==> config.mk <==
export PLATFORM = sky130hd
export DESIGN_NAME = lzd_queue
export DESIGN_NICKNAME = d
export VERILOG_FILES = /design/src/lzd_pkg.sv /design/src/lzd_queue.sv
export SDC_FILE = /design/constraint.sdc
export NUM_CORES = 1
export LEC_CHECK = 0
export BUFFER_PORTS_ARGS = -buffer_cell sky130_fd_sc_hd__buf_2
export CAP_MARGIN = 20
export CELL_PAD_IN_SITES_DETAIL_PLACEMENT = 1
export CELL_PAD_IN_SITES_GLOBAL_PLACEMENT = 1
export CORE_ASPECT_RATIO = 1.1
export CORE_MARGIN = 4
export CORE_UTILIZATION = 35
export CTS_CLUSTER_SIZE = 25
export DETAILED_ROUTE_END_ITERATION = 10
export PLACE_DENSITY = 0.75
export SLEW_MARGIN = 25
export SYNTH_ARGS = -nofsm -noshare
export SYNTH_HDL_FRONTEND = slang
export SYNTH_SLANG_ARGS = --single-unit
==> constraint.sdc <==
create_clock -name clock -period 4.2 [get_ports clock]
set_clock_uncertainty 0.05 [all_clocks]
set_input_delay 0.42 -clock clock [delete_from_list [all_inputs] [get_ports clock]]
set_output_delay 0.42 -clock clock [all_outputs]
set_load 0.05 [all_outputs]
==> src/lzd_pkg.sv <==
`timescale 1ns / 1ps

package lzd_pkg;

   // Sizes of the history and of the stream fields.
   localparam int HISTORY_DEPTH_DEF = 2048;
   localparam int BYTE_W            = 8;
   localparam int OFFSET_W          = 11;
   localparam int LEN_W             = 6;
   localparam int COUNT_W           = 16;
   localparam int FLAGS_LEFT_W      = 5;

   // Token length bias and flag word size.
   localparam logic [LEN_W-1:0]        LEN_BIAS   = LEN_W'(3);
   localparam logic [FLAGS_LEFT_W-1:0] FLAG_COUNT = FLAGS_LEFT_W'(16);

   // Header mode codes.
   localparam logic [BYTE_W-1:0] MODE_COMPRESSED = BYTE_W'(1);

   // Kind of work the front hands to the back.
   typedef enum logic [1:0] {
      CMD_STATUS = 2'd0,
      CMD_LIT    = 2'd1,
      CMD_COPY   = 2'd2
   } cmd_kind_type;

   // One command in the queue between front and back.
   typedef struct packed {
      cmd_kind_type              kind;
      logic [BYTE_W-1:0]         data;
      logic [OFFSET_W-1:0]       offset_m1;
      logic [LEN_W-1:0]          length;
      logic                      done;
      logic                      bad;
      logic [COUNT_W-1:0]        consumed;
   } cmd_type;

   // Parser phase of the front.
   typedef enum logic [9:0] {
      PH_MODE     = 10'b00_0000_0001,
      PH_LEN_LO   = 10'b00_0000_0010,
      PH_LEN_HI   = 10'b00_0000_0100,
      PH_STORED   = 10'b00_0000_1000,
      PH_FLAG_LO  = 10'b00_0001_0000,
      PH_FLAG_HI  = 10'b00_0010_0000,
      PH_ITEM     = 10'b00_0100_0000,
      PH_TOKEN_HI = 10'b00_1000_0000,
      PH_DONE     = 10'b01_0000_0000,
      PH_ERROR    = 10'b10_0000_0000
   } phase_type;

   // Copy engine state of the back.
   typedef enum logic [2:0] {
      ST_IDLE = 3'b001,
      ST_READ = 3'b010,
      ST_EMIT = 3'b100
   } back_state_type;

endpackage

==> src/lzd_queue.sv <==
`timescale 1ns / 1ps

module lzd_queue (
   input  logic             clock,
   input  logic             reset,
   input  logic             push,
   input  lzd_pkg::cmd_type push_cmd,
   output logic             full,
   input  logic             pop,
   output logic             empty,
   output lzd_pkg::cmd_type head_cmd
);

   lzd_pkg::cmd_type entry_ff [2];
   logic             wr_ptr_ff, wr_ptr_in;
   logic             rd_ptr_ff, rd_ptr_in;
   logic [1:0]       count_ff, count_in;
   logic             do_push, do_pop;

   assign full     = count_ff == 2'd2;
   assign empty    = count_ff == 2'd0;
   assign head_cmd = entry_ff[rd_ptr_ff];
   assign do_push  = push && !full;
   assign do_pop   = pop && !empty;

   // Two-entry command queue between parser and copy engine.
   always_comb begin
      wr_ptr_in = wr_ptr_ff ^ do_push;
      rd_ptr_in = rd_ptr_ff ^ do_pop;
      count_in  = count_ff + 2'(do_push) - 2'(do_pop);
   end

   always_ff @(posedge clock) begin
      if (do_push) begin
         entry_ff[wr_ptr_ff] <= push_cmd;
      end
   end

   always_ff @(posedge clock) begin
      if (reset) begin
         wr_ptr_ff <= 1'b0;
         rd_ptr_ff <= 1'b0;
         count_ff  <= 2'd0;
      end else begin
         wr_ptr_ff <= wr_ptr_in;
         rd_ptr_ff <= rd_ptr_in;
         count_ff  <= count_in;
      end
   end

endmodule

==> summary.md <==
| Metric | Value |
|---|---|
| Global-route wire length before repair | roughly 9800 um |
| Most instantiated flip-flop cell in the synthesis netlist | edfxtp_1 |
| Gates resized, CTS repair | 0 |
| Total global routing overflow | 0 |
| Sum Neg Setup Slack | 0 ns |
| Dominant cell by count in the synthesized netlist | edfxtp_1 |
| Insertion delay to the later sink of the worst-skew pair | 0.34 ns |
| Global routing usage on met2 | about a fifth |
| Num Clock Sinks | 94 |
| Worst supply voltage drop on vdd | approximately 0.25 mV |
| Antenna violations before repair | 0 |
| Outcome | finished clean |
| Switching power | roughly 1.1 mW |
| Largest stage delay on the critical path | 0.79 ns |
| Fraction of power consumed by the clock network | 19.5% |
| Met3 usage | approximately 3.3% |
| Root Buffer Master | clkbuf_8 |
| Weighted congestion at the end of routability-driven global placement | around 0.65 |
| Leakage power figure | 1.58 nW |
| Number of hold violations in the final report | 0 |
| Reg2reg setup slack | around 2.4 ns |
| Worst slew slack as a fraction of its limit | roughly 56% |
| Placed cell count | 370 |
| CTS tree | done |
| Number of buffers inserted during clock tree synthesis | 9 |
| Area of the mapped netlist | roughly 3500 um2 |
| Total of fill cells in the finished design | 963 |
| Number of flops mapped to enable cells by yosys | 90 |
| Total setup violations reported at the end of the flow | 0 |
| Multi-input logic area | between 600 and 700 um2 |
| Actual slew at the worst max-slew pin | between 0.6 and 0.7 ns |
| Clock period minus final worst setup slack | 2.25 ns |
| Flop and latch count out of synthesis | 94 |
| Post-Syn Area per Cell | between 20 and 25 um2 |
| Hold_sp | push_cmd[32] |
| Wire length per cell | around 17 um |
| Setup repair after global routing missed its margin | no |
| Synthesized netlist net count | about 220 |
| Cell family contributing the most delay on the critical path | flip-flops |
| Clock-pin slew on the worst setup and hold paths | roughly 0.10 ns |
| Initial core utilization | a little over a third |
| Cells after synthesis | ~160 |
| Port-buffer cells | 95 |
| Number of detailed-routing iterations run before antenna repair | 4 |
| Switching Share | about two fifths |
| Number of pins with negative max-slew slack in the final report | 0 |
| Number of antenna diodes | 0 |
| Global-route layer with the greatest usage | met2 |
| Logic gate share of total power | about a third |
| Critical path class | reg2out |
| Crit path cell chain | mux2_2 > buf_2 |
| Die extent in x | approximately 100 um |
| # DRC | 0 |
| Class of the most critical hold timing path | in2reg |
| Yosys top cell by area | edfxtp_1 |
| Count of vias placed by the detailed router | around 1700 |
| Commonest cells post-synth | edfxtp_1 (90), mux2_2 (46) |
| Area share of the largest cell type after synthesis | approximately 78% |
| Async S/R FF share, synth | 0% |
| Setup Buffers After CTS | 0 |
| Cells taking the most area after synthesis | edfxtp_1 (78%), mux2_2 (15%), dfxtp_1 (2.3%), ha_1 (1.4%), buf_6 (1.3%) |
| Via density per instance | 4.51 |
| # H-tree levels | 3 |
| Vias in the first global route | between 1500 and 2000 |
| Seq. cell area | 2790 um2 |
| Cell Rows | 37 |
| Die outline height | 113 um |
| Final cycle utilization of the critical path | a little over half |
| Area added between synthesis and finish | 22.3% |
| Largest fanout of any net on the critical path | 47 |
| Arr. time, crit path | 1.78 ns |
| Power Density | 652 nW/um2 |
| Sink of the worst hold path | entry_ff[1][32] |
| Sequential cell area fraction in the yosys report | 79.8% |
| Die area | between 10000 and 15000 um2 |
| Maximum clock insertion buffer count | 2 |
| Maximum number of pins on one net before global-route repair | 48 |
| Grt met1 use | between 10% and 20% |
| Detailed Place HPWL | ~4200 um |
| Internal Power | between 1.5 and 2 mW |
| Kind of capture point of the worst setup path | primary output |
| Sequential share of power | a little under half |
| Global routing usage summed across all routing layers | roughly 11% |
| Post-layout instance count excluding filler cells | approximately 390 |
| Final #Nets | about 320 |
| Boundary Pins | 96 |
| Fraction of final layout cells sized beyond drive strength 1 | between 50% and 60% |
| CP max-delay cell | dfxtp_4 |
| Worst hold path depth | 1 |
| Worst flop-to-flop path endpoint | entry_ff[1][37] |
| Number of buffers and inverters on the critical path | 1 |
| Max Cap Viol | 0 |
| Number of DRC markers in iteration 0 | 64 |
| Reg2Reg Depth | 3 |
| Kind of start point of the critical path | flip-flop |
| Unique cell type count in the Yosys netlist | 14 |
| Yosys Warn Count | 0 |
| Crit Reg-Reg Startpoint | count_ff[0] |
| Antenna Violating Nets Remaining | 0 |
| Required time at the endpoint of the critical path | between 3 and 4 ns |
| Area inside the core boundary | ~9500 um2 |
| Aggregate routed wire length | ~6400 um |
| Upper clock frequency limit | between 0.4 and 0.5 GHz |
| Number of buffers added to fix hold violations after cts | 0 |
| Smallest hold slack | ~0.21 ns |
==> worst register-to-register path: cells and delay by family (launching register included) <==
| kind | cells | cell delay, ns |
|---|---|---|
| adders and majority gates | 1 | 0.60 |
| DFF | 1 | 0.39 |
| and+or+nand+nor | 2 | 0.41 |
==> cells by family after synthesis <==
family	Yosys count	share of synthesized area, %
DFF	94	79.8
muxes	46	14.9
and+or+nand+nor	9	1.26
AOI/OAI and AO/OA	1	0.215
buffers and inverters	8	1.76
adders and majority gates	4	1.44
xor gates and xnor gates	1	0.646
==> power groups by stage <==
| stage | clock [mW] | combinational [mW] | sequential, mW |
|---|---|---|---|
| 2_1_floorplan | 0 | 0.821 | 1.24 |
| 3_3_place_gp | 0 | 0.960 | 1.29 |
| 3_5_place_dp | 0 | 0.975 | 1.30 |
| 4_1_cts | 0.565 | 0.978 | 1.28 |
| 5_1_grt | 0.607 | 1.01 | 1.29 |
| 6_report | 0.541 | 0.960 | 1.28 |
==> placed cells by master (no fill, tap or decap) <==
cell	count
edfxtp_1	90
dfxtp_1	3
nor2_1	4
xnor3_1	1
buf_2	95
mux2_2	46
ha_4	2
and2_1	1
inv_6	1
inv_1	3
dfxtp_4	1
nor2b_1	2
nand2b_1	1
nand2_1	1
clkbuf_8	10
clkinvlp_4	3
clkbuf_1	2
o21a_1	1
ha_1	2
==> area by class of cell <==
type	count	area share, %
timing repair buffer	95	11.2
sequential	94	65.4
tap	117	3.43
inverter	3	0.264
multi-input combinational	61	15.6
clock buffer	12	3.40
clock inverter	4	0.734
==> metrics by stage <==
stage / worst slack [ns] / area [um2] / util, % / total power, mW
6_report: 1.95 / 4260 / 44.7 / 2.78
5_1_grt: 1.86 / 4260 / 44.7 / 2.91
4_1_cts: 1.90 / 4260 / 44.7 / 2.83
3_5_place_dp: 2.30 / 4090 / 42.8 / 2.28
3_3_place_gp: 1.94 / 4060 / 42.6 / 2.25
2_1_floorplan: 1.99 / 3490 / - / 2.06
==> worst max path at each step <==
| stage | from | endpoint | slack (ns) | cells after the start |
|---|---|---|---|---|
| after floorplan | count_ff[0] | entry_ff[1][0] | 1.99 | 3 |
| after CTS | rd_ptr_ff | head_cmd[16] | 1.90 | 2 |
| after global placement | rd_ptr_ff | head_cmd[0] | 1.94 | 2 |
| final | rd_ptr_ff | head_cmd[0] | 1.95 | 2 |
| after detailed placement | rd_ptr_ff | head_cmd[16] | 2.30 | 2 |
| after global routing | rd_ptr_ff | head_cmd[23] | 1.86 | 2 |
==> flip-flops by register name, indices dropped and copies added, names as in the netlist <==
name	count
entry_ff	90
count_ff	2
rd_ptr_ff	1
wr_ptr_ff	1
==> routing by layer <==
metal / share of wire (%) / vias up
met5: 0 / -
met4: 0.95 / 0
met3: 5.5 / 5
met2: 54 / 53
met1: 39 / 852
li1: - / 829
(Power assumes the default switching activity.)
