`src/lzd_pkg.sv`:
```
`timescale 1ns / 1ps

package lzd_pkg;

   // Sizes of the history and of the stream fields.
   localparam int HISTORY_DEPTH_DEF = 2048;
   localparam int BYTE_W            = 8;
   localparam int OFFSET_W          = 11;
   localparam int LEN_W             = 6;
   localparam int COUNT_W           = 16;
   localparam int FLAGS_LEFT_W      = 5;

   // Token length bias and flag word size.
   localparam logic [LEN_W-1:0]        LEN_BIAS   = LEN_W'(3);
   localparam logic [FLAGS_LEFT_W-1:0] FLAG_COUNT = FLAGS_LEFT_W'(16);

   // Header mode codes.
   localparam logic [BYTE_W-1:0] MODE_COMPRESSED = BYTE_W'(1);

   // Kind of work the front hands to the back.
   typedef enum logic [1:0] {
      CMD_STATUS = 2'd0,
      CMD_LIT    = 2'd1,
      CMD_COPY   = 2'd2
   } cmd_kind_type;

   // One command in the queue between front and back.
   typedef struct packed {
      cmd_kind_type              kind;
      logic [BYTE_W-1:0]         data;
      logic [OFFSET_W-1:0]       offset_m1;
      logic [LEN_W-1:0]          length;
      logic                      done;
      logic                      bad;
      logic [COUNT_W-1:0]        consumed;
   } cmd_type;

   // Parser phase of the front.
   typedef enum logic [9:0] {
      PH_MODE     = 10'b00_0000_0001,
      PH_LEN_LO   = 10'b00_0000_0010,
      PH_LEN_HI   = 10'b00_0000_0100,
      PH_STORED   = 10'b00_0000_1000,
      PH_FLAG_LO  = 10'b00_0001_0000,
      PH_FLAG_HI  = 10'b00_0010_0000,
      PH_ITEM     = 10'b00_0100_0000,
      PH_TOKEN_HI = 10'b00_1000_0000,
      PH_DONE     = 10'b01_0000_0000,
      PH_ERROR    = 10'b10_0000_0000
   } phase_type;

   // Copy engine state of the back.
   typedef enum logic [2:0] {
      ST_IDLE = 3'b001,
      ST_READ = 3'b010,
      ST_EMIT = 3'b100
   } back_state_type;

endpackage

```
`src/lzd_front.sv`:
```
`timescale 1ns / 1ps

module lzd_front (
   input  logic                      clock,
   input  logic                      reset,
   input  logic                      req_valid,
   input  logic [lzd_pkg::BYTE_W-1:0] req_in_byte,
   input  logic                      req_stream_start,
   output logic                      req_stall,
   input  logic                      queue_full,
   output logic                      push,
   output lzd_pkg::cmd_type          cmd
);

   lzd_pkg::phase_type                  phase_ff, phase_in, phase_cur;
   logic                                mode_ff, mode_in;
   logic [lzd_pkg::COUNT_W-1:0]         target_ff, target_in;
   logic [lzd_pkg::COUNT_W-1:0]         produced_ff, produced_in;
   logic [lzd_pkg::COUNT_W-1:0]         flag_ff, flag_in;
   logic [lzd_pkg::FLAGS_LEFT_W-1:0]    flags_left_ff, flags_left_in;
   logic [lzd_pkg::BYTE_W-1:0]          token_low_ff, token_low_in;
   logic [lzd_pkg::COUNT_W-1:0]         icount_ff, icount_in;

   logic                                accept;
   logic [lzd_pkg::FLAGS_LEFT_W-1:0]    flags_dec;
   logic [lzd_pkg::COUNT_W-1:0]         lit_count;
   logic                                lit_done;
   logic [lzd_pkg::OFFSET_W-1:0]        tok_offset_m1;
   logic [lzd_pkg::LEN_W-1:0]           tok_len;
   logic [lzd_pkg::COUNT_W-1:0]         room;
   logic [lzd_pkg::LEN_W-1:0]           copy_len;
   logic [lzd_pkg::COUNT_W-1:0]         copy_count;
   logic                                copy_done;
   logic                                too_far;

   // A byte is taken whenever the queue has room for its command.
   assign req_stall = queue_full;
   assign accept    = req_valid && !queue_full;
   assign phase_cur = req_stream_start ? lzd_pkg::PH_MODE : phase_ff;

   // Item bookkeeping shared by literals and tokens.
   assign flags_dec = flags_left_ff - lzd_pkg::FLAGS_LEFT_W'(flags_left_ff != '0);
   assign lit_count = produced_ff + lzd_pkg::COUNT_W'(1);
   assign lit_done  = lit_count >= target_ff;

   // Token decode, offset check and clipping of the copy at the declared length.
   assign tok_offset_m1 = {req_in_byte[2:0], token_low_ff};
   assign tok_len       = lzd_pkg::LEN_W'(req_in_byte[7:3]) + lzd_pkg::LEN_BIAS;
   assign too_far       = lzd_pkg::COUNT_W'(tok_offset_m1) >= produced_ff;
   assign room          = target_ff - produced_ff;
   assign copy_len      = (lzd_pkg::COUNT_W'(tok_len) > room) ? room[lzd_pkg::LEN_W-1:0]
                                                               : tok_len;
   assign copy_count    = produced_ff + lzd_pkg::COUNT_W'(copy_len);
   assign copy_done     = copy_count >= target_ff;

   // Parser: classify each byte and build the command for the back.
   always_comb begin
      phase_in      = phase_ff;
      mode_in       = mode_ff;
      target_in     = target_ff;
      produced_in   = produced_ff;
      flag_in       = flag_ff;
      flags_left_in = flags_left_ff;
      token_low_in  = token_low_ff;
      icount_in     = icount_ff;
      push          = 1'b0;
      cmd           = '0;
      cmd.kind      = lzd_pkg::CMD_STATUS;

      if (accept && phase_cur != lzd_pkg::PH_DONE && phase_cur != lzd_pkg::PH_ERROR) begin
         icount_in = ((phase_cur == lzd_pkg::PH_MODE) ? '0 : icount_ff)
                     + lzd_pkg::COUNT_W'(1);
         unique case (phase_cur)
            lzd_pkg::PH_MODE: begin
               produced_in   = '0;
               target_in     = '0;
               flag_in       = '0;
               flags_left_in = '0;
               token_low_in  = '0;
               if (req_in_byte > lzd_pkg::MODE_COMPRESSED) begin
                  phase_in = lzd_pkg::PH_ERROR;
                  push     = 1'b1;
                  cmd.bad  = 1'b1;
               end else begin
                  mode_in  = req_in_byte[0];
                  phase_in = lzd_pkg::PH_LEN_LO;
               end
            end
            lzd_pkg::PH_LEN_LO: begin
               target_in = lzd_pkg::COUNT_W'(req_in_byte);
               phase_in  = lzd_pkg::PH_LEN_HI;
            end
            lzd_pkg::PH_LEN_HI: begin
               target_in = {req_in_byte, target_ff[7:0]};
               if ({req_in_byte, target_ff[7:0]} == '0) begin
                  phase_in     = lzd_pkg::PH_DONE;
                  push         = 1'b1;
                  cmd.done     = 1'b1;
                  cmd.consumed = icount_in;
               end else begin
                  phase_in = mode_ff ? lzd_pkg::PH_FLAG_LO : lzd_pkg::PH_STORED;
               end
            end
            lzd_pkg::PH_STORED: begin
               produced_in  = lit_count;
               push         = 1'b1;
               cmd.kind     = lzd_pkg::CMD_LIT;
               cmd.data     = req_in_byte;
               cmd.done     = lit_done;
               cmd.consumed = lit_done ? icount_in : '0;
               if (lit_done) begin
                  phase_in = lzd_pkg::PH_DONE;
               end
            end
            lzd_pkg::PH_FLAG_LO: begin
               flag_in  = lzd_pkg::COUNT_W'(req_in_byte);
               phase_in = lzd_pkg::PH_FLAG_HI;
            end
            lzd_pkg::PH_FLAG_HI: begin
               flag_in       = {req_in_byte, flag_ff[7:0]};
               flags_left_in = lzd_pkg::FLAG_COUNT;
               phase_in      = lzd_pkg::PH_ITEM;
            end
            lzd_pkg::PH_ITEM: begin
               if (flag_ff[0]) begin
                  token_low_in = req_in_byte;
                  phase_in     = lzd_pkg::PH_TOKEN_HI;
               end else begin
                  produced_in   = lit_count;
                  flag_in       = flag_ff >> 1;
                  flags_left_in = flags_dec;
                  push          = 1'b1;
                  cmd.kind      = lzd_pkg::CMD_LIT;
                  cmd.data      = req_in_byte;
                  cmd.done      = lit_done;
                  cmd.consumed  = lit_done ? icount_in : '0;
                  if (lit_done) begin
                     phase_in = lzd_pkg::PH_DONE;
                  end else if (flags_dec == '0) begin
                     phase_in = lzd_pkg::PH_FLAG_LO;
                  end else begin
                     phase_in = lzd_pkg::PH_ITEM;
                  end
               end
            end
            lzd_pkg::PH_TOKEN_HI: begin
               push = 1'b1;
               if (too_far) begin
                  phase_in = lzd_pkg::PH_ERROR;
                  cmd.bad  = 1'b1;
               end else begin
                  produced_in   = copy_count;
                  flag_in       = flag_ff >> 1;
                  flags_left_in = flags_dec;
                  cmd.kind      = lzd_pkg::CMD_COPY;
                  cmd.offset_m1 = tok_offset_m1;
                  cmd.length    = copy_len;
                  cmd.done      = copy_done;
                  cmd.consumed  = copy_done ? icount_in : '0;
                  if (copy_done) begin
                     phase_in = lzd_pkg::PH_DONE;
                  end else if (flags_dec == '0) begin
                     phase_in = lzd_pkg::PH_FLAG_LO;
                  end else begin
                     phase_in = lzd_pkg::PH_ITEM;
                  end
               end
            end
            default: begin
               phase_in = lzd_pkg::PH_ERROR;
            end
         endcase
      end
   end

   always_ff @(posedge clock) begin
      if (reset) begin
         phase_ff      <= lzd_pkg::PH_MODE;
         mode_ff       <= 1'b0;
         target_ff     <= '0;
         produced_ff   <= '0;
         flag_ff       <= '0;
         flags_left_ff <= '0;
         token_low_ff  <= '0;
         icount_ff     <= '0;
      end else begin
         phase_ff      <= phase_in;
         mode_ff       <= mode_in;
         target_ff     <= target_in;
         produced_ff   <= produced_in;
         flag_ff       <= flag_in;
         flags_left_ff <= flags_left_in;
         token_low_ff  <= token_low_in;
         icount_ff     <= icount_in;
      end
   end

endmodule

```
`config.mk`:
```
export PLATFORM = sky130hd
export DESIGN_NAME = lzd_front
export DESIGN_NICKNAME = d
export VERILOG_FILES = /design/src/lzd_pkg.sv /design/src/lzd_front.sv
export SDC_FILE = /design/constraint.sdc
export NUM_CORES = 1
export LEC_CHECK = 0
export BUFFER_PORTS_ARGS = -buffer_cell sky130_fd_sc_hd__buf_2
export CORE_MARGIN = 2
export CORE_UTILIZATION = 60
export CTS_CLUSTER_DIAMETER = 80
export DETAILED_ROUTE_END_ITERATION = 10
export PLACE_DENSITY = 0.79
export SLEW_MARGIN = 5
export SYNTH_ARGS = -nofsm -noshare
export SYNTH_HDL_FRONTEND = slang
export SYNTH_SLANG_ARGS = --single-unit
```
`constraint.sdc`:
```
create_clock -name clock -period 19.41 [get_ports clock]
set_input_delay 3.882 -clock clock [delete_from_list [all_inputs] [get_ports clock]]
set_output_delay 3.882 -clock clock [all_outputs]
set_load 0.05 [all_outputs]
```
==> results.rst <==
.. list-table::
   :header-rows: 1

   * - Metric
     - Value
   * - Met3 wire length
     - 1650 µm
   * - Clock buffer depth
     - 2
   * - Number of buffer and inverter stages on the critical path
     - 5
   * - Clock net sink count
     - 88
   * - Cell with the most instances after synthesis
     - nor2_1
   * - Transition time at the pin with the least slew margin
     - 1.02 ns
   * - Effective utilization at floorplan
     - 61.2%
   * - Fraction of the yosys area taken by sequential cells
     - 23.0%
   * - Count of yosys warnings during synthesis
     - 0
   * - Minimum clock period
     - 14.47 ns
   * - Final Wtd Congestion
     - 1.02
   * - Share of post-route cells with drive strength above 1
     - 11.8%
   * - Setup repair after global routing missed its margin
     - false
   * - Pwr Density
     - 55.4 nW/µm²
   * - Highest metal layer with signal wires
     - met4
   * - Nature of the critical path startpoint
     - input pin
   * - Min Hold Slack
     - 0.470 ns
   * - Post-layout total power
     - 0.457 mW
   * - DPL Wire Length
     - 16300 µm
   * - Ant. Diodes
     - 0
   * - TritonCTS buffer count
     - 9
   * - Routed wirelength normalized by instance count
     - 18.6 µm
   * - Fraction of synthesized cell area taken by the top area cell type
     - 23.0%
   * - Synthesis-to-finish area growth
     - 7.75%
   * - Global-route congestion overflow total
     - 0
   * - Die height
     - 117 µm
   * - Top cells by count, synth
     - nor2_1 (111), dfxtp_1 (88), a21oi_1 (75), ha_1 (75), nand2_1 (71)
   * - Dominant register cell in the synthesized netlist
     - dfxtp_1
   * - Arrival time of the worst setup path
     - 10.58 ns
   * - Total number of H-tree levels
     - 3
   * - Max stage delay on crit path
     - 0.51 ns
   * - Number of cells after detailed placement
     - 1171
   * - Number of library cell types mapped by synthesis
     - 89
   * - # resized after CTS
     - 0
   * - RR Startpoint
     - produced_ff[0]
   * - Rows
     - 41
   * - Depth of the worst register-to-register path
     - 34
   * - Met1 routed wirelength after detailed routing
     - 9510 µm
   * - Family with the most delay on the worst path
     - compound AO/OA/AOI/OAI gates
   * - Via count of the first global-routing pass
     - 6882
   * - Residual antenna-violating net count after detailed routing
     - 0
   * - Overall die area
     - 13700 µm²
   * - Max VDD drop
     - 0.0644 mV
   * - CTS tree
     - built
   * - Launch point of the worst hold path
     - flags_left_ff[1]
   * - Maximum number of pins on one net before global-route repair
     - 85
   * - Final core area utilization
     - 65.9%
   * - Number of antenna violations at the first check in global routing
     - 0
   * - Cell Count, Final, Fillers Out
     - 1187
   * - Share of flip-flops with an asynchronous set or reset after synthesis
     - 0%
   * - Worst-case headroom to the max-slew limit
     - 31.8%
   * - Syn_nets
     - 1080
   * - Post-route clock period utilization
     - 74.5%
   * - IO Port Bufs
     - 59
   * - Final total negative setup slack
     - 0 ns
   * - Run status
     - completed
   * - Count of cells along the worst hold path
     - 2
   * - Post-Synthesis Cell Area
     - 7660 µm²
   * - Layout Skew
     - 0.0111 ns
   * - Worst Hold Endpoint
     - flags_left_ff[1]
   * - Fmax achieved
     - 0.0691 GHz
   * - Clock transition at the registers of the reported paths
     - 0.07 ns
   * - Router iterations before antenna repair
     - 6
   * - Iteration-0 DRC Markers
     - 806
   * - Critical Path RT
     - 15.53 ns
   * - Flip-flop and latch count after synthesis
     - 88
   * - Hold Vio Cnt, Final
     - 0
   * - Top cells by area in the synthesized netlist
     - dfxtp_1 (23%), ha_1 (12%), nor2_1 (5.4%)
   * - Cell at the root of the clock tree
     - clkbuf_16
   * - Worst-path fanout max
     - 17
   * - End of the worst register-to-register path
     - phase_ff[8]
   * - Routed wl met2
     - 10100 µm
   * - Post-CTS setup buffers
     - 0
   * - Total DRC errors in the routed layout
     - 0
   * - Post-synth EDFFs
     - 0
   * - Endpoints failing setup
     - 0
   * - Kind of end point of the critical path
     - primary output
   * - Average cell area after synthesis
     - 7.73 µm²
   * - Clock latency reported for the late side of the worst-skew pair
     - 0.36 ns
   * - Via count
     - 7443
   * - Number of maximum-capacitance constraint violations
     - 0
   * - Post-detailed-route via-to-cell ratio
     - 6.27
   * - All-layer global routing usage
     - 33.3%
   * - Final Slew Violations
     - 0
   * - # IOs
     - 60
   * - Die width
     - 117 µm
   * - Hold Crit Class
     - reg -> reg
   * - Core Footprint
     - 12500 µm²
   * - Global-route wire length before repair
     - 35500 µm
   * - Standby leakage power
     - 3.36 nW
   * - Post-synthesis cell count
     - 990
   * - R2R setup slack
     - 11.56 ns
   * - Worst path slowest cell
     - nor2_1
   * - Number of nets in the layout
     - 1100
   * - Cell type with the highest occurrence count on the critical path
     - ha_1
   * - Hold_buf cts
     - 0
   * - Biggest area consumer among synthesized cells
     - dfxtp_1
   * - Category of the most critical setup path
     - in -> out
   * - Post-detailed-routing wire length
     - 22000 µm
==> cell usage in the layout, fill, tap and decap left out, types with 36 or more instances in the layout <==
master,synthesis,layout
buf_2,17,59
nand2_1,71,71
ha_1,75,75
dfxtp_1,88,88
xnor2_1,38,38
a22oi_1,45,45
inv_1,60,60
o21ai_0,36,36
nor2_1,111,111
a21oi_1,75,75
==> metrics by stage <==
stage	cell area [µm²]	setup slack [ns]
floorplan	7660	6.07
global placement	7970	5.40
detailed placement	7970	5.08
CTS	8250	5.08
global route	8250	4.33
finish	8250	4.94
==> tightest hold or removal path, cell delays in order, from the launching register on <==
cell	delay (ns)
dfxtp_1	0.32
nand2_1	0.06
a21oi_1	0.05
==> area by class of cell <==
class                           count  area [µm²]
Multi-Input combinational cell    785        5420
Fill cell                        1155        4270
Sequential cell                    88        1760
Timing Repair Buffer               66         348
Clock buffer                        9         225
Inverter                           60         225
Tap cell                          172         215
Clock inverter                      7        60.1
==> layer usage <==
metal  up-vias  GRT usage [%]
met5         -              0
met4         0           13.3
met3        45           6.08
met2       299           53.1
met1      3473           44.7
li1       3626              -
==> sequential cells by signal, indices dropped and copies added, names as in the netlist <==
| register | flops |
|---|---|
| mode_ff | 1 |
| flags_left_ff | 5 |
| produced_ff | 16 |
| token_low_ff | 8 |
| icount_ff | 16 |
| phase_ff | 10 |
| target_ff | 16 |
| flag_ff | 16 |
==> how the worst max path moves through the flow <==
stage / slack (ns) / endpoint / startpoint / depth (start not counted)
floorplan: 6.07 / cmd[2] / req_in_byte[6] / 30
global placement: 5.40 / cmd[5] / req_in_byte[3] / 33
detailed placement: 5.08 / cmd[5] / req_in_byte[3] / 33
CTS: 5.08 / cmd[5] / req_in_byte[3] / 33
global route: 4.33 / cmd[7] / req_in_byte[3] / 33
finish: 4.94 / cmd[5] / req_in_byte[3] / 33
==> power breakdown <==
| part | internal, mW | switching (mW) | total (mW) |
|---|---|---|---|
| sequential | 0.184 | 0.00442 | 0.189 |
| clock | 0.0896 | 0.0823 | 0.172 |
| combinational | 0.0360 | 0.0603 | 0.0963 |
| total | 0.310 | 0.147 | 0.457 |
==> kinds of logic after synthesis <==
kind of cell | Yosys count | synth area share, %
DFF | 88 | 23.0
buffers and inverters | 117 | 6.47
AOI/OAI and AO/OA | 282 | 25.2
xor gates and xnor gates | 60 | 6.86
and+or+nand+nor | 361 | 25.0
muxes | 5 | 0.686
adders and majority gates | 77 | 12.8
Note: power is estimated with default switching activity, not from simulation.
